==> config.mk <==
export PLATFORM = sky130hd
export DESIGN_NAME = infix_to_postfix_converter_core
export DESIGN_NICKNAME = d
export VERILOG_FILES = /design/src/rtl/itpc_pkg.sv /design/src/rtl/itpc_ram.sv /design/src/rtl/itpc_front.sv /design/src/rtl/itpc_fifo.sv /design/src/rtl/itpc_back.sv /design/src/rtl/infix_to_postfix_converter_core.sv
export VERILOG_INCLUDE_DIRS = /design/src /design/src/rtl
export SDC_FILE = /design/constraint.sdc
export NUM_CORES = 1
export LEC_CHECK = 0
export BUFFER_PORTS_ARGS = -buffer_cell sky130_fd_sc_hd__buf_4
export CAP_MARGIN = 20
export CORE_UTILIZATION = 35
export DETAILED_ROUTE_END_ITERATION = 6
export PLACE_DENSITY = 0.52
export SYNTH_ARGS = -nofsm -noshare
export SYNTH_HDL_FRONTEND = slang
export SYNTH_SLANG_ARGS = --single-unit
==> constraint.sdc <==
create_clock -name clk_i -period 5.1 [get_ports clk_i]
set_input_delay 0.765 -clock clk_i [delete_from_list [all_inputs] [get_ports clk_i]]
set_output_delay 0.765 -clock clk_i [all_outputs]
set_load 0.02 [all_outputs]
==> src/rtl/infix_to_postfix_converter_core_defines.svh <==
// ----------------------------------------------------------------------------
// Assertion macros for the infix-to-postfix converter
// Clocked on clk_i, quiet while rst_ni is low.
// ----------------------------------------------------------------------------
`ifndef INFIX_TO_POSTFIX_CONVERTER_CORE_DEFINES_SVH
`define INFIX_TO_POSTFIX_CONVERTER_CORE_DEFINES_SVH

// Property checked at every rising edge of clk_i.
`define ITPC_ASSERT(label, prop, msg) \
  label: assert property (@(posedge clk_i) disable iff (!rst_ni) prop) \
    else $error(msg);

// Antecedent in one cycle implies consequent in the next.
`define ITPC_ASSERT_NEXT(label, ante, cons, msg) \
  label: assert property (@(posedge clk_i) disable iff (!rst_ni) (ante) |=> (cons)) \
    else $error(msg);

`endif

==> src/rtl/itpc_pkg.sv <==
// ----------------------------------------------------------------------------
// itpc_pkg
// Types, codes and helpers shared by the infix-to-postfix converter.
// ----------------------------------------------------------------------------
`timescale 1ns / 1ps
`default_nettype none

package itpc_pkg;

  localparam int StackDepthDef = 32;
  localparam int QueueDepth    = 2;

  localparam logic [7:0] ChPlus  = 8'h2B;
  localparam logic [7:0] ChMinus = 8'h2D;
  localparam logic [7:0] ChStar  = 8'h2A;
  localparam logic [7:0] ChSlash = 8'h2F;
  localparam logic [7:0] ChOpen  = 8'h28;
  localparam logic [7:0] ChClose = 8'h29;

  // Stack entry codes
  typedef enum logic [2:0] {
    OP_ADD  = 3'd0,
    OP_SUB  = 3'd1,
    OP_MUL  = 3'd2,
    OP_DIV  = 3'd3,
    OP_OPEN = 3'd4
  } op_e;

  typedef enum logic [2:0] {
    K_PASS,
    K_MULDIV,
    K_ADDSUB,
    K_OPEN,
    K_CLOSE,
    K_END
  } kind_e;

  typedef enum logic [1:0] {
    ERR_OK        = 2'd0,
    ERR_CLOSE     = 2'd1,
    ERR_OVERFLOW  = 2'd2,
    ERR_OPEN_LEFT = 2'd3
  } err_e;

  typedef enum logic [2:0] {
    S_IDLE,
    S_EXEC,
    S_LOAD,
    S_RELOAD
  } state_e;

  // Classified beat handed from front to back
  typedef struct packed {
    kind_e      kind;
    op_e        code;
    logic [7:0] sym;
  } cmd_t;

  // One result beat
  typedef struct packed {
    logic [7:0] sym;
    logic       sym_valid;
    logic       last;
    logic       done;
    err_e       err;
  } res_t;

  function automatic logic [7:0] op_char(op_e op);
    logic [7:0] ch;
    case (op)
      OP_ADD:  ch = ChPlus;
      OP_SUB:  ch = ChMinus;
      OP_MUL:  ch = ChStar;
      OP_DIV:  ch = ChSlash;
      OP_OPEN: ch = ChOpen;
      default: ch = 8'h00;
    endcase
    return ch;
  endfunction

endpackage

`default_nettype wire

==> src/rtl/itpc_ram.sv <==
// ----------------------------------------------------------------------------
// itpc_ram
// Generic single-write, single-read RAM with registered read data.
// ----------------------------------------------------------------------------
`timescale 1ns / 1ps
`default_nettype none

module itpc_ram #(
  parameter int Width = 3,
  parameter int Depth = 32,
  localparam int Aw   = (Depth > 1) ? $clog2(Depth) : 1
) (
  input  wire logic             clk_i,
  input  wire logic             we_i,
  input  wire logic [Aw-1:0]    waddr_i,
  input  wire logic [Width-1:0] wdata_i,
  input  wire logic [Aw-1:0]    raddr_i,
  output logic      [Width-1:0] rdata_o
);

  logic [Width-1:0] mem_q [Depth];

  always_ff @(posedge clk_i) begin
    if (we_i) begin
      mem_q[waddr_i] <= wdata_i;
    end
    rdata_o <= mem_q[raddr_i];
  end

endmodule

`default_nettype wire

==> src/rtl/itpc_front.sv <==
// ----------------------------------------------------------------------------
// itpc_front
// Input side: takes character beats and classifies them into commands.
// ----------------------------------------------------------------------------
`timescale 1ns / 1ps
`default_nettype none

module itpc_front (
  input  wire logic         in_valid_i,
  output logic              in_stall_o,
  input  wire logic [7:0]   symbol_i,
  input  wire logic         end_of_input_i,
  input  wire logic         q_full_i,
  output logic              q_push_o,
  output itpc_pkg::cmd_t    q_cmd_o
);

  import itpc_pkg::*;

  assign in_stall_o = q_full_i;
  assign q_push_o   = in_valid_i && !q_full_i;

  always_comb begin
    q_cmd_o.sym  = symbol_i;
    q_cmd_o.kind = K_PASS;
    q_cmd_o.code = OP_ADD;
    if (end_of_input_i) begin
      q_cmd_o.kind = K_END;
    end else begin
      case (symbol_i)
        ChStar:  begin q_cmd_o.kind = K_MULDIV; q_cmd_o.code = OP_MUL;  end
        ChSlash: begin q_cmd_o.kind = K_MULDIV; q_cmd_o.code = OP_DIV;  end
        ChPlus:  begin q_cmd_o.kind = K_ADDSUB; q_cmd_o.code = OP_ADD;  end
        ChMinus: begin q_cmd_o.kind = K_ADDSUB; q_cmd_o.code = OP_SUB;  end
        ChOpen:  begin q_cmd_o.kind = K_OPEN;   q_cmd_o.code = OP_OPEN; end
        ChClose: begin q_cmd_o.kind = K_CLOSE;  end
        default: begin q_cmd_o.kind = K_PASS;   end
      endcase
    end
  end

endmodule

`default_nettype wire

==> src/rtl/itpc_fifo.sv <==
// ----------------------------------------------------------------------------
// itpc_fifo
// Short command queue between front and back.
// ----------------------------------------------------------------------------
`timescale 1ns / 1ps
`default_nettype none

module itpc_fifo (
  input  wire logic           clk_i,
  input  wire logic           rst_ni,
  input  wire logic           push_i,
  input  itpc_pkg::cmd_t      cmd_i,
  output logic                full_o,
  input  wire logic           pop_i,
  output logic                valid_o,
  output itpc_pkg::cmd_t      cmd_o
);

  import itpc_pkg::*;

  localparam int Pw = (QueueDepth > 1) ? $clog2(QueueDepth) : 1;
  localparam int Cw = $clog2(QueueDepth + 1);

  cmd_t          buf_q [QueueDepth];
  logic [Pw-1:0] wr_ptr_q, wr_ptr_d;
  logic [Pw-1:0] rd_ptr_q, rd_ptr_d;
  logic [Cw-1:0] count_q, count_d;
  logic          do_push, do_pop;

  assign full_o  = (count_q == Cw'(QueueDepth));
  assign valid_o = (count_q != '0);
  assign cmd_o   = buf_q[rd_ptr_q];
  assign do_push = push_i && !full_o;
  assign do_pop  = pop_i && valid_o;

  always_comb begin
    wr_ptr_d = wr_ptr_q;
    rd_ptr_d = rd_ptr_q;
    count_d  = count_q;
    if (do_push) begin
      wr_ptr_d = (wr_ptr_q == Pw'(QueueDepth - 1)) ? '0 : wr_ptr_q + 1'b1;
    end
    if (do_pop) begin
      rd_ptr_d = (rd_ptr_q == Pw'(QueueDepth - 1)) ? '0 : rd_ptr_q + 1'b1;
    end
    if (do_push && !do_pop) begin
      count_d = count_q + 1'b1;
    end else if (do_pop && !do_push) begin
      count_d = count_q - 1'b1;
    end
  end

  always_ff @(posedge clk_i or negedge rst_ni) begin
    if (!rst_ni) begin
      wr_ptr_q <= '0;
      rd_ptr_q <= '0;
      count_q  <= '0;
    end else begin
      wr_ptr_q <= wr_ptr_d;
      rd_ptr_q <= rd_ptr_d;
      count_q  <= count_d;
    end
  end

  always_ff @(posedge clk_i) begin
    if (do_push) begin
      buf_q[wr_ptr_q] <= cmd_i;
    end
  end

endmodule

`default_nettype wire

==> src/rtl/itpc_back.sv <==
// ----------------------------------------------------------------------------
// itpc_back
// Execution side: operator stack sequencer and output register.
// ----------------------------------------------------------------------------
`timescale 1ns / 1ps
`default_nettype none
`include "infix_to_postfix_converter_core_defines.svh"

module itpc_back #(
  parameter int STACK_DEPTH = itpc_pkg::StackDepthDef
) (
  input  wire logic        clk_i,
  input  wire logic        rst_ni,
  input  wire logic        cmd_valid_i,
  input  itpc_pkg::cmd_t   cmd_i,
  output logic             cmd_deq_o,
  input  wire logic        out_stall_i,
  output logic             out_valid_o,
  output itpc_pkg::res_t   res_o
);

  import itpc_pkg::*;

  localparam int Lw = $clog2(STACK_DEPTH + 1);
  localparam int Aw = (STACK_DEPTH > 1) ? $clog2(STACK_DEPTH) : 1;

  state_e        state_q, state_d;
  cmd_t          cmd_q;
  logic [Lw-1:0] level_q;
  op_e           top_q;
  logic          pend_v_q;
  logic [7:0]    pend_char_q;
  logic          err_open_q;
  logic          out_valid_q;
  res_t          res_q;

  logic          out_free;
  logic          loop_pop, has_final, full, empty;
  res_t          final_res;

  // Actions decided in the output block
  logic          emit;
  res_t          emit_res;
  logic          pend_set, pend_clr;
  logic          lvl_dec, lvl_inc, ram_we;
  logic          err_set, err_clr;
  logic          finish, go_load, go_reload;

  logic [Lw-1:0] raddr_full;
  logic [2:0]    rdata;

  assign out_free = !out_valid_q || !out_stall_i;
  assign full     = (level_q == Lw'(STACK_DEPTH));
  assign empty    = (level_q == '0);

  // Entry below the current top; loaded into top_q after a pop
  assign raddr_full = (level_q >= Lw'(2)) ? level_q - Lw'(2) : '0;

  itpc_ram #(
    .Width (3),
    .Depth (STACK_DEPTH)
  ) u_stack (
    .clk_i   (clk_i),
    .we_i    (ram_we),
    .waddr_i (level_q[Aw-1:0]),
    .wdata_i (cmd_q.code),
    .raddr_i (raddr_full[Aw-1:0]),
    .rdata_o (rdata)
  );

  always_comb begin
    loop_pop = 1'b0;
    if (!empty) begin
      case (cmd_q.kind)
        K_MULDIV: loop_pop = (top_q inside {OP_MUL, OP_DIV});
        K_ADDSUB,
        K_CLOSE:  loop_pop = (top_q != OP_OPEN);
        K_END:    loop_pop = 1'b1;
        default:  loop_pop = 1'b0;
      endcase
    end
  end

  // Result that closes the command, if it has one
  always_comb begin
    final_res           = '0;
    final_res.last      = 1'b1;
    final_res.err       = ERR_OK;
    has_final           = 1'b0;
    case (cmd_q.kind)
      K_PASS: begin
        has_final           = 1'b1;
        final_res.sym       = cmd_q.sym;
        final_res.sym_valid = 1'b1;
      end
      K_MULDIV, K_ADDSUB, K_OPEN: begin
        has_final     = full;
        final_res.err = ERR_OVERFLOW;
      end
      K_CLOSE: begin
        has_final     = empty;
        final_res.err = ERR_CLOSE;
      end
      K_END: begin
        has_final      = 1'b1;
        final_res.done = 1'b1;
        final_res.err  = err_open_q ? ERR_OPEN_LEFT : ERR_OK;
      end
      default: has_final = 1'b0;
    endcase
  end

  // Output block
  always_comb begin
    cmd_deq_o          = 1'b0;
    emit               = 1'b0;
    emit_res           = '0;
    emit_res.err       = ERR_OK;
    emit_res.sym       = pend_char_q;
    emit_res.sym_valid = 1'b1;
    pend_set           = 1'b0;
    pend_clr           = 1'b0;
    lvl_dec            = 1'b0;
    lvl_inc            = 1'b0;
    ram_we             = 1'b0;
    err_set            = 1'b0;
    err_clr            = 1'b0;
    finish             = 1'b0;
    go_load            = 1'b0;
    go_reload          = 1'b0;
    case (state_q)
      S_IDLE: begin
        cmd_deq_o = cmd_valid_i;
      end
      S_EXEC: begin
        if (loop_pop) begin
          if (cmd_q.kind == K_END && top_q == OP_OPEN) begin
            lvl_dec = 1'b1;
            err_set = 1'b1;
            go_load = 1'b1;
          end else if (!pend_v_q || out_free) begin
            // a held pop goes out now; the new one waits to learn if it is last
            emit     = pend_v_q;
            pend_set = 1'b1;
            lvl_dec  = 1'b1;
            go_load  = 1'b1;
          end
        end else if (has_final) begin
          if (out_free) begin
            if (pend_v_q) begin
              emit     = 1'b1;
              pend_clr = 1'b1;
            end else begin
              emit     = 1'b1;
              emit_res = final_res;
              finish   = 1'b1;
              err_clr  = 1'b1;
            end
          end
        end else if (!pend_v_q || out_free) begin
          emit          = pend_v_q;
          emit_res.last = 1'b1;
          pend_clr      = 1'b1;
          if (cmd_q.kind == K_CLOSE) begin
            lvl_dec   = 1'b1;
            go_reload = 1'b1;
          end else begin
            ram_we  = 1'b1;
            lvl_inc = 1'b1;
            finish  = 1'b1;
          end
        end
      end
      default: begin
      end
    endcase
  end

  // Next state block
  always_comb begin
    state_d = state_q;
    case (state_q)
      S_IDLE:   if (cmd_valid_i) state_d = S_EXEC;
      S_EXEC: begin
        if (go_load) begin
          state_d = S_LOAD;
        end else if (go_reload) begin
          state_d = S_RELOAD;
        end else if (finish) begin
          state_d = S_IDLE;
        end
      end
      S_LOAD:   state_d = S_EXEC;
      S_RELOAD: state_d = S_IDLE;
      default:  state_d = S_IDLE;
    endcase
  end

  always_ff @(posedge clk_i or negedge rst_ni) begin
    if (!rst_ni) begin
      state_q     <= S_IDLE;
      level_q     <= '0;
      pend_v_q    <= 1'b0;
      err_open_q  <= 1'b0;
      out_valid_q <= 1'b0;
    end else begin
      state_q <= state_d;
      if (lvl_dec) begin
        level_q <= level_q - 1'b1;
      end else if (lvl_inc) begin
        level_q <= level_q + 1'b1;
      end
      if (pend_set) begin
        pend_v_q <= 1'b1;
      end else if (pend_clr) begin
        pend_v_q <= 1'b0;
      end
      if (err_set) begin
        err_open_q <= 1'b1;
      end else if (err_clr) begin
        err_open_q <= 1'b0;
      end
      if (emit) begin
        out_valid_q <= 1'b1;
      end else if (!out_stall_i) begin
        out_valid_q <= 1'b0;
      end
    end
  end

  always_ff @(posedge clk_i) begin
    if (cmd_deq_o) begin
      cmd_q <= cmd_i;
    end
    if (ram_we) begin
      top_q <= cmd_q.code;
    end else if (state_q == S_LOAD || state_q == S_RELOAD) begin
      top_q <= op_e'(rdata);
    end
    if (pend_set) begin
      pend_char_q <= op_char(top_q);
    end
    if (emit) begin
      res_q <= emit_res;
    end
  end

  assign out_valid_o = out_valid_q;
  assign res_o       = res_q;

  `ITPC_ASSERT(a_level_range, level_q <= Lw'(STACK_DEPTH), "stack level past depth")
  `ITPC_ASSERT(a_push_room, ram_we |-> !full, "push onto full stack")
  `ITPC_ASSERT_NEXT(a_pop_reload, go_load, state_q == S_LOAD, "pop not followed by top reload")
  `ITPC_ASSERT(a_idle_no_pend, (state_q == S_IDLE) |-> !pend_v_q, "held pop left at command end")
  `ITPC_ASSERT(a_idle_no_err, (state_q == S_IDLE) |-> !err_open_q, "open-paren flag left set")

endmodule

`default_nettype wire

==> src/rtl/infix_to_postfix_converter_core.sv <==
// ----------------------------------------------------------------------------
// infix_to_postfix_converter_core
// Shunting-yard converter: infix characters in, postfix characters out.
// ----------------------------------------------------------------------------
// An input beat is written into the command queue, taken into the command
//   register, and its result is then registered in the output register. A new
//   command is taken only when the last is done; every pop from the operator
//   stack passes through S_LOAD (registered stack RAM read reloads the top), and a
//   matched close paren through S_RELOAD. Output stalls can hold any of these.
// Reset: asynchronous, active low; stack level, queue and output clear at once.
`timescale 1ns / 1ps
`default_nettype none

module infix_to_postfix_converter_core #(
  parameter int STACK_DEPTH = itpc_pkg::StackDepthDef
) (
  input  wire logic       clk_i,
  input  wire logic       rst_ni,
  input  wire logic       in_valid_i,
  output logic            in_stall_o,
  input  wire logic [7:0] symbol_i,
  input  wire logic       end_of_input_i,
  output logic            out_valid_o,
  input  wire logic       out_stall_i,
  output logic [7:0]      out_symbol_o,
  output logic            symbol_valid_o,
  output logic            run_last_o,
  output logic            expression_done_o,
  output logic [1:0]      error_code_o
);

  import itpc_pkg::*;

  cmd_t fr_cmd, q_cmd;
  logic q_full, q_push, q_valid, q_pop;
  res_t res;

  itpc_front u_front (
    .in_valid_i     (in_valid_i),
    .in_stall_o     (in_stall_o),
    .symbol_i       (symbol_i),
    .end_of_input_i (end_of_input_i),
    .q_full_i       (q_full),
    .q_push_o       (q_push),
    .q_cmd_o        (fr_cmd)
  );

  itpc_fifo u_queue (
    .clk_i   (clk_i),
    .rst_ni  (rst_ni),
    .push_i  (q_push),
    .cmd_i   (fr_cmd),
    .full_o  (q_full),
    .pop_i   (q_pop),
    .valid_o (q_valid),
    .cmd_o   (q_cmd)
  );

  itpc_back #(
    .STACK_DEPTH (STACK_DEPTH)
  ) u_back (
    .clk_i       (clk_i),
    .rst_ni      (rst_ni),
    .cmd_valid_i (q_valid),
    .cmd_i       (q_cmd),
    .cmd_deq_o   (q_pop),
    .out_stall_i (out_stall_i),
    .out_valid_o (out_valid_o),
    .res_o       (res)
  );

  assign out_symbol_o      = res.sym;
  assign symbol_valid_o    = res.sym_valid;
  assign run_last_o        = res.last;
  assign expression_done_o = res.done;
  assign error_code_o      = res.err;

endmodule

`default_nettype wire
==> flow_metrics.tcl, run 1 <==
set metrics [dict create \
    relSlewSlack_pct 43.59 \
    ant_nets 0 \
    synth_edf_count 158 \
    grt_util_met1_pct 20.27 \
    dp_hpwl_um 10370 \
    synth_top_cell_by_area "edfxtp_1" \
    drt_pass1_iterations 5 \
    finalSetupTns_ps 0 \
    grt_usage_pct 14.75 \
    layout.cells.non_filler 862 \
    drive_above_1_share_pct 16.52 \
    leakagePower_nw 3.036 \
    syn_nets 562 \
    drv_cap 0 \
    yosys.cell_types.count 53 \
    grt_util_met3_pct 2.945 \
    fin_util_pct 40.94 \
    clkLatencyLatePin_ps 440 \
    synth-seq-area-share_pct 69.37 \
    slowest_stage "a221oi_2" \
    vias 4365 \
    finalSetupViolations 0 \
    num_rows 53 \
    dieArea_um2 21920 \
    yosysTopAreaCellShare_pct 63.54 \
    synth.avg_cell_area_um2 13.78 \
    antenna_found_initial 0 \
    dp_cells 829 \
    cts_hold_buf 0 \
    yosys.cell_count.top_type "edfxtp_1" \
    die_h_um 148.1 \
    worstMarginPinSlew_ps 837.3 \
    cts.sinks 176 \
    max_freq_ghz 0.3090 \
    routedWlPerCell_um 17.80 \
    crit_fanout 6 \
    synth_area_um2 7467 \
    synth_flop_cell "edfxtp_1" \
    synth.area.top_cells "edfxtp_1, dfrtp_1, mux2i_1" \
    post_cts_resize_count 0 \
    routed_via_density 5.064 \
    finalWirelength_um 15350 \
    finalCritPeriodShare_pct 63.45 \
    power.density_nw_per_um2 673.8 \
    ios 28 \
    htree_levels 4 \
    tritoncts "done" \
    grt_pass1_wl_um 24010 \
    initial_utilization_pct 35.63 \
    cts_buffer_depth 2 \
    rsz0062_at_grt "false" \
    end_kind "flip-flop" \
    synthTopCellsByCount "edfxtp_1, nand2_1, nor2_1" \
    busiest_layer "met2" \
    worstPathCellList "or3b_1 -> or2_2 -> a221oi_2 -> ha_1 -> a21o_1 -> a21oi_1 -> o21bai_1 -> a21oi_1 -> mux2i_1 -> xnor2_1" \
    arrival_ps 3590 \
    routabilityCongestion 0.8603 \
    drtIter0Drc 371 \
    status "completed" \
    ir_drop_uv 352.8 \
    grt_max_degree 37 \
    fin_worst_skew_ps 15.81 \
    required_ps 5460 \
    yosys_register_bits 176 \
    cts.clk_slew.worst_paths_ps 70 \
    min_period_ps 3236 \
    yosysWarningCount 0 \
    path_class "flip-flop to flip-flop" \
    fp.dieW_um 148.1 \
    whs_ps 180.5 \
    synth_cells 542 \
    synth_async_sr_flop_share_pct 8.523 \
    cts_root_buf "clkbuf_16" \
    num_antenna_cells 0 \
    numCtsBuffers 17 \
    finalMaxSlewViolations 0 \
    grt_pass1_vias 4370 \
    slowest_delay_ps 520 \
    area_growth_pct 14.90 \
    startpoint_type "flip-flop" \
    overflow 0 \
    crit_path_frequent_cell "a21oi_1" \
    port-buffer-count 27 \
    core-area_um2 20960 \
    finalNetCount 594 \
    drc 0 \
    hold_viol 0 \
    hold_path.class "input port to async pin" \
    grt_util_met2_pct 22.86 \
    post_cts_buffers 0 \
]
[per-layer routing]
layer | vias up | wire, µm
met5 | - | 0
met4 | 0 | 306
met3 | 23 | 508
met2 | 78 | 7146
met1 | 2171 | 7386
li1 | 2093 | -
[flip-flops by register name, summed over array words and instances (netlist names)]
| name | flops |
|---|---|
| u_back.u_stack.mem_q | 96 |
| u_queue.buf_q | 28 |
| u_back.cmd_q | 14 |
| u_back.res_o | 13 |
| u_back.level_q | 6 |
| u_back.pend_char_q | 4 |
| u_back.top_q | 3 |
| u_back.u_stack.rdata_o | 3 |
| u_back.state_q | 2 |
| u_queue.count_q | 2 |
| u_back.err_open_q | 1 |
| u_back.out_valid_o | 1 |
| u_back.pend_v_q | 1 |
| u_queue.rd_ptr_q | 1 |
| u_queue.wr_ptr_q | 1 |
[final timing paths]
path                             startpoint           endpoint  slack [ps]  depth (start not counted)
max                         u_back.top_q[1]  u_back.level_q[5]        1860                         10
min                                  rst_ni   u_queue.wr_ptr_q         180                          1
max reg2reg                 u_back.top_q[1]  u_back.level_q[5]        1860                         10
min reg2reg                u_queue.wr_ptr_q   u_queue.wr_ptr_q         500                          1
max in group asynchronous            rst_ni  u_back.level_q[0]        4710                          1
min in group clk_i         u_queue.wr_ptr_q   u_queue.wr_ptr_q         500                          1
[cells by family (layout without fill, tap and decap cells)]
logic type	after synthesis	count (layout)	synth area share (%)
AO/OA/AOI/OAI	87	87	7.675
XOR/XNOR	14	14	1.642
adder cells (fa/ha/maj)	7	7	1.273
buffers and inverters	37	82	2.044
flip-flops	176	176	69.37
multiplexers	50	50	7.021
AND/OR/NAND/NOR	171	171	10.98
[where the power goes]
part | internal [mW] | leakage [nW] | switching, mW
sequential | 2.05 | 1.65 | 0.238
combinational | 0.823 | 1.10 | 1.37
clock | 0.701 | 0.286 | 0.600
total | 3.57 | 3.04 | 2.21
[layout by cell type, fill, tap and decap left out, types with 6 or more instances in the layout]
cell type / instances
a21oi_1: 37
dfrtp_1: 15
nor2_1: 53
nand3_1: 11
nor3_1: 7
a221oi_1: 6
o21ai_0: 8
o22ai_1: 6
inv_1: 17
edfxtp_1: 158
ha_1: 6
mux2_2: 19
clkbuf_16: 17
nand2_1: 55
mux2i_1: 31
buf_4: 33
xnor2_1: 10
[critical path: cells and delay by family (launching register included)]
family	cells	cell delay [ps]
xor+xnor	1	140
fa+ha+maj	1	320
compound gates	5	1240
mux	1	240
flops	1	430
simple gates	2	790
[cell type report]
| class | count | area [µm²] |
|---|---|---|
| clock inverter | 14 | 168.9 |
| tap | 275 | 344.1 |
| clock buffer | 18 | 429.2 |
| multi-input combinational | 329 | 2146 |
| sequential | 176 | 5180 |
| fill | 1963 | 12380 |
| inverter | 17 | 63.81 |
| timing repair buffer | 33 | 247.7 |
[per-stage QoR]
step | total power [mW] | instance area, µm² | worst slack (ps)
floorplan | 3.855 | 7467 | 2122
global placement | 4.486 | 7966 | 1985
detailed placement | 4.517 | 7974 | 1909
CTS | 5.823 | 8572 | 1881
global route | 6.109 | 8579 | 1617
finish | 5.781 | 8579 | 1864
Note: power is estimated with default switching activity, not from simulation.
==> inputs of run 2 (changes only) <==
Clock period 5.1 ns to 3.32 ns, I/O delays scaled along.
==> run 2 against run 1 <==
Combinational power up 64%. Largest cell class unchanged. Cell area up 1.1%. Sequential share of layout area down 0.65 points. Largest power group is now combinational cells. Highest routed layer unchanged. Non-clock buffer count up 11. First-iteration DRC count down 26%. Fmax up 7.1%. Clock power up 53%. Power up 56%. Worst setup slack worse by 1600 ps.
==> flow_metrics.tcl, run 2 (same netlist as run 1, synthesis figures left out) <==
set metrics [dict create \
    overflow 0 \
    fp.dieW_um 148.1 \
    cts_buffer_depth 2 \
    routabilityCongestion 0.8415 \
    drt_pass1_iterations 5 \
    clkLatencyLatePin_ps 430 \
    tritoncts "done" \
    num_rows 53 \
    crit_fanout 6 \
    end_kind "flip-flop" \
    finalNetCount 605 \
    drtIter0Drc 274 \
    rsz0062_at_grt "false" \
    reg_top3 "u_back.u_stack.mem_q (96), u_queue.buf_q (28), u_back.cmd_q (14)" \
    antenna_found_initial 0 \
    grt_util_met3_pct 3.037 \
    die_h_um 148.1 \
    whs_ps 251.7 \
    grt_max_degree 34 \
    routed_via_density 5.005 \
    worstMarginPinSlew_ps 683.0 \
    drc 0 \
    port-buffer-count 27 \
    finalSetupTns_ps 0 \
    finalSetupViolations 0 \
    grt_usage_pct 15.15 \
    drive_above_1_share_pct 18.06 \
    design_area_um2 8673 \
    numCtsBuffers 17 \
    area_growth_pct 16.15 \
    dieArea_um2 21920 \
    dp_hpwl_um 10500 \
    htree_levels 4 \
    num_antenna_cells 0 \
    largest-register "u_back.u_stack.mem_q" \
    startpoint_type "flip-flop" \
    final_common_cell "edfxtp_1" \
    busiest_layer "met2" \
    grt_pass1_wl_um 24670 \
    drv_cap 0 \
    layout_common_cells "edfxtp_1, nand2_1, nor2_1" \
    routedWlPerCell_um 17.77 \
    initial_utilization_pct 35.63 \
    hold_path.class "input port to flip-flop" \
    ir_drop_uv 505.0 \
    post_cts_resize_count 0 \
    grt_util_met1_pct 20.09 \
    finalWirelength_um 15510 \
    ant_nets 0 \
    core-area_um2 20960 \
    path_class "flip-flop to flip-flop" \
    leakagePower_nw 3.098 \
    largest_reg_flops 96 \
    grt_pass1_vias 4475 \
    cts_root_buf "clkbuf_16" \
    grt_util_met2_pct 24.88 \
    cts_hold_buf 1 \
    cts.clk_slew.worst_paths_ps 80 \
    fin_worst_skew_ps 10.19 \
    required_ps 3680 \
    hold_viol 0 \
    min_period_ps 3022 \
    max_freq_ghz 0.3309 \
    relSlewSlack_pct 53.99 \
    status "completed" \
    finalMaxSlewViolations 0 \
    placedInstanceArea_um2 8056 \
    cts.sinks 176 \
    vias 4369 \
    power.density_nw_per_um2 1041 \
    post_cts_buffers 0 \
    finalCritPeriodShare_pct 91.03 \
    ios 28 \
    arrival_ps 3380 \
]
[run 2: changes by cell type in the layout (fill, tap and decap cells not counted), sizes merged]
cell | previous run | this run
buf | 33 | 43
bufinv | 1 | 0
clkbuf | 18 | 17
clkinv | 4 | 5
clkinvlp | 2 | 0
dlygate4sd3 | 0 | 1
inv | 24 | 27
[run 2: final cells by class]
class	count	area [µm²]
Fill cell	2009	12280
Multi-Input combinational cell	329	2146
Sequential cell	176	5180
Clock buffer	17	425.4
Inverter	17	63.81
Clock inverter	15	181.4
Tap cell	275	344.1
Timing Repair Buffer	44	332.8
[run 2: worst max-delay path, stage by stage, from the launching register on]
cell and delay [ps]:
edfxtp_1 430, or3b_1 420, or2_2 380, a221oi_2 280, buf_4 180, ha_1 230, a21o_1 170, a21oi_1 220
o21bai_1 90, a21oi_1 180, mux2i_1 240, xnor2_1 130
[run 2: power breakdown]
group          switching [mW]  leakage, nW  internal (mW)
combinational            2.24         1.15           1.37
clock                   0.965        0.297           1.03
sequential              0.287         1.65           3.15
total                    3.49         3.10           5.54
[run 2: final timing paths]
check	startpoint	endpoint	slack, ps	cells past startpoint
min in group asynchronous	rst_ni	u_back.level_q[2]	470	2
hold reg to reg	u_queue.wr_ptr_q	u_queue.wr_ptr_q	490	1
setup / recovery	u_back.top_q[1]	u_back.level_q[5]	300	11
setup reg to reg	u_back.top_q[1]	u_back.level_q[5]	300	11
hold / removal	symbol_i[7]	u_queue.buf_q[0][7]	250	1
max in group asynchronous	rst_ni	u_back.state_q[1]	2650	2
[run 2: metal layers]
metal	share of wire, %	up-vias
met3	2.8	9
met5	0	-
met2	49	66
met1	47	2185
met4	0.95	0
li1	-	2109
[run 2: metrics by stage]
stage | util [%] | power [mW] | cells | setup slack, ps
floorplan | - | 5.922 | 542 | 341.9
global placement | 38.45 | 7.061 | 840 | 353.1
detailed placement | 38.45 | 7.091 | 840 | 323.7
CTS | 41.39 | 9.103 | 873 | 284.2
global route | 41.39 | 9.571 | 873 | 30.44
finish | 41.39 | 9.029 | 873 | 297.7
==> inputs of run 3 (changes only) <==
==> constraint.sdc (replaced) <==
create_clock -name clk_i -period 3.32 [get_ports clk_i]
set_input_delay 0 -clock clk_i [delete_from_list [all_inputs] [get_ports clk_i]]
set_output_delay 0 -clock clk_i [all_outputs]
set_load 0.02 [all_outputs]
==> run 3 against run 2 <==
Global-route usage increased by 0.067 points. Final cell count increased by 1.4%. Largest cell class unchanged. Utilization increased by 0.57 points. Routed wire length about the same. Worst setup slack improved by 11 ps.
==> flow_metrics.tcl, run 3 (same netlist as run 1, synthesis figures left out) <==
set metrics [dict create \
    r2r-end "u_back.level_q[5]" \
    relSlewSlack_pct 48.88 \
    max_freq_ghz 0.3321 \
    slowest_delay_ps 430 \
    finalMaxSlewViolations 0 \
    rsz0062_at_grt "false" \
    dp_cells 840 \
    final_common_cell "edfxtp_1" \
    largest_reg_flops 96 \
    timing.rr.start "u_back.top_q[1]" \
    routedWlPerCell_um 17.52 \
    overflow 0 \
    post_cts_resize_count 0 \
    drive_above_1_share_pct 17.70 \
    dp_hpwl_um 10500 \
    largest-register "u_back.u_stack.mem_q" \
    grt_usage_pct 15.21 \
    htree_levels 4 \
    initial_utilization_pct 35.63 \
    required_ps 3670 \
    path_class "flip-flop to flip-flop" \
    hold_path.class "input port to flip-flop" \
    power.switching_mw 3.479 \
    layout.cells.non_filler 885 \
    hold_end "u_queue.buf_q[0][3]" \
    end_kind "flip-flop" \
    drv_cap 0 \
    startpoint_type "flip-flop" \
    min_period_ps 3011 \
    cts.clk_slew.worst_paths_ps 80 \
    leakagePower_nw 3.148 \
    seqPwrFrac_pct 38.0 \
    design_area_um2 8793 \
    worstMarginPinSlew_ps 764.3 \
    drt_pass1_iterations 4 \
    ios 28 \
    slowest_stage "edfxtp_1" \
    reg_top3 "u_back.u_stack.mem_q (96), u_queue.buf_q (28), u_back.cmd_q (14)" \
    finalSetupTns_ps 0 \
    num_antenna_cells 0 \
    core-area_um2 20960 \
    cts_buffer_depth 2 \
    finalWirelength_um 15510 \
    swShare_pct 38.54 \
    vias 4374 \
    tritoncts "done" \
    fp.dieW_um 148.1 \
    whs_ps 302.6 \
    clkLatencyLatePin_ps 430 \
    fillers 1998 \
    routabilityCongestion 0.8415 \
    grt_pass1_vias 4523 \
    ir_drop_uv 503.9 \
    arrival_ps 3370 \
    fin_worst_skew_ps 10.28 \
    status "completed" \
    port-buffer-count 27 \
    num_rows 53 \
    p_int_mw 5.548 \
    layout_common_cells "edfxtp_1, nand2_1, nor2_1" \
    worstPathCellList "or3b_1 -> or2_2 -> a221oi_2 -> buf_4 -> ha_1 -> a21o_1 -> a21oi_1 -> o21bai_1 -> a21oi_1 -> mux2i_1 -> xnor2_1" \
    crit_path_frequent_cell "a21oi_1" \
    rr_worst_depth 11 \
    grt_max_degree 34 \
    finalCritPeriodShare_pct 90.69 \
    cts_root_buf "clkbuf_16" \
    holdPathStages 2 \
    total_power_mw 9.027 \
    drc 0 \
    finalSetupViolations 0 \
    worst-r2r-setup-slack_ps 310 \
    power_frac_clock_pct 22.0 \
    hold_start "symbol_i[3]" \
    power.density_nw_per_um2 1027 \
    placedInstanceArea_um2 8056 \
    finalNetCount 617 \
    grt_pass1_wl_um 24780 \
    numCtsBuffers 17 \
    antenna_found_initial 0 \
    die_h_um 148.1 \
    area_growth_pct 17.76 \
    cts.sinks 176 \
    crit_fanout 6 \
    ant_nets 0 \
    routed_via_density 4.942 \
    drtIter0Drc 263 \
    dieArea_um2 21920 \
    hold_viol 0 \
    pwr-share-comb_pct 40.0 \
]
==> run 3: changes by cell type in the layout (fill, tap and decap cells not counted) <==
cell,previous run,this run
dlygate4sd3_1,1,13
==> run 3: stage by stage <==
| stage | setup slack, ps | util [%] |
|---|---|---|
| 2_1_floorplan | 341.9 | - |
| 3_3_place_gp | 353.1 | 38.45 |
| 3_5_place_dp | 323.7 | 38.45 |
| 4_1_cts | 284.2 | 41.96 |
| 5_1_grt | 30.44 | 41.96 |
| 6_report | 308.9 | 41.96 |
==> run 3: how the worst max path moves through the flow <==
stage / startpoint / endpoint / slack (ps) / cells past startpoint
2_1_floorplan: u_back.top_q[1] / u_back.level_q[5] / 340 / 11
3_3_place_gp: u_back.top_q[1] / u_back.level_q[5] / 350 / 11
3_5_place_dp: u_back.top_q[1] / u_back.level_q[5] / 320 / 11
4_1_cts: u_back.top_q[1] / u_back.level_q[5] / 280 / 11
5_1_grt: u_back.top_q[1] / u_back.level_q[5] / 30 / 11
6_report: u_back.top_q[1] / u_back.level_q[5] / 310 / 11
==> run 3: critical path: cells and delay by family (launching register included) <==
kind / cells / cell delay (ps)
xor+xnor: 1 / 130
buf+inv: 1 / 180
flops: 1 / 430
compound gates: 5 / 930
fa+ha+maj: 1 / 230
simple gates: 2 / 800
mux: 1 / 240
==> run 3: cell type report <==
class                           instances  area [µm²]  area share [%]
Tap cell                              275       344.1           3.913
Sequential cell                       176        5180           58.91
Clock inverter                         15       181.4           2.063
Multi-Input combinational cell        329        2146           24.40
Inverter                               17       63.81          0.7257
Timing Repair Buffer                   56       452.9           5.151
Clock buffer                           17       425.4           4.838
==> run 3: power groups by stage <==
stage / Sequential (mW) / Clock (mW) / Combinational [mW]
finish: 3.43 / 1.99 / 3.61
global route: 3.49 / 2.11 / 3.98
CTS: 3.44 / 2.03 / 3.65
detailed placement: 3.48 / 0 / 3.61
global placement: 3.47 / 0 / 3.59
floorplan: 3.52 / 0 / 2.40
==> run 3: what timing repair did <==
item                      4_1_cts  5_1_grt
setup buffers                   0        0
hold endpoints to repair       43        0
hold buffers                   13        0
==> run 3: routing by layer <==
metal  vias to the layer above  track usage [%]  share of wire (%)
met5                         -                0                  0
met4                         0            4.948               0.92
met3                         8            3.037                2.8
met2                        48            25.12                 49
met1                      2184            20.09                 47
li1                       2134                -                  -
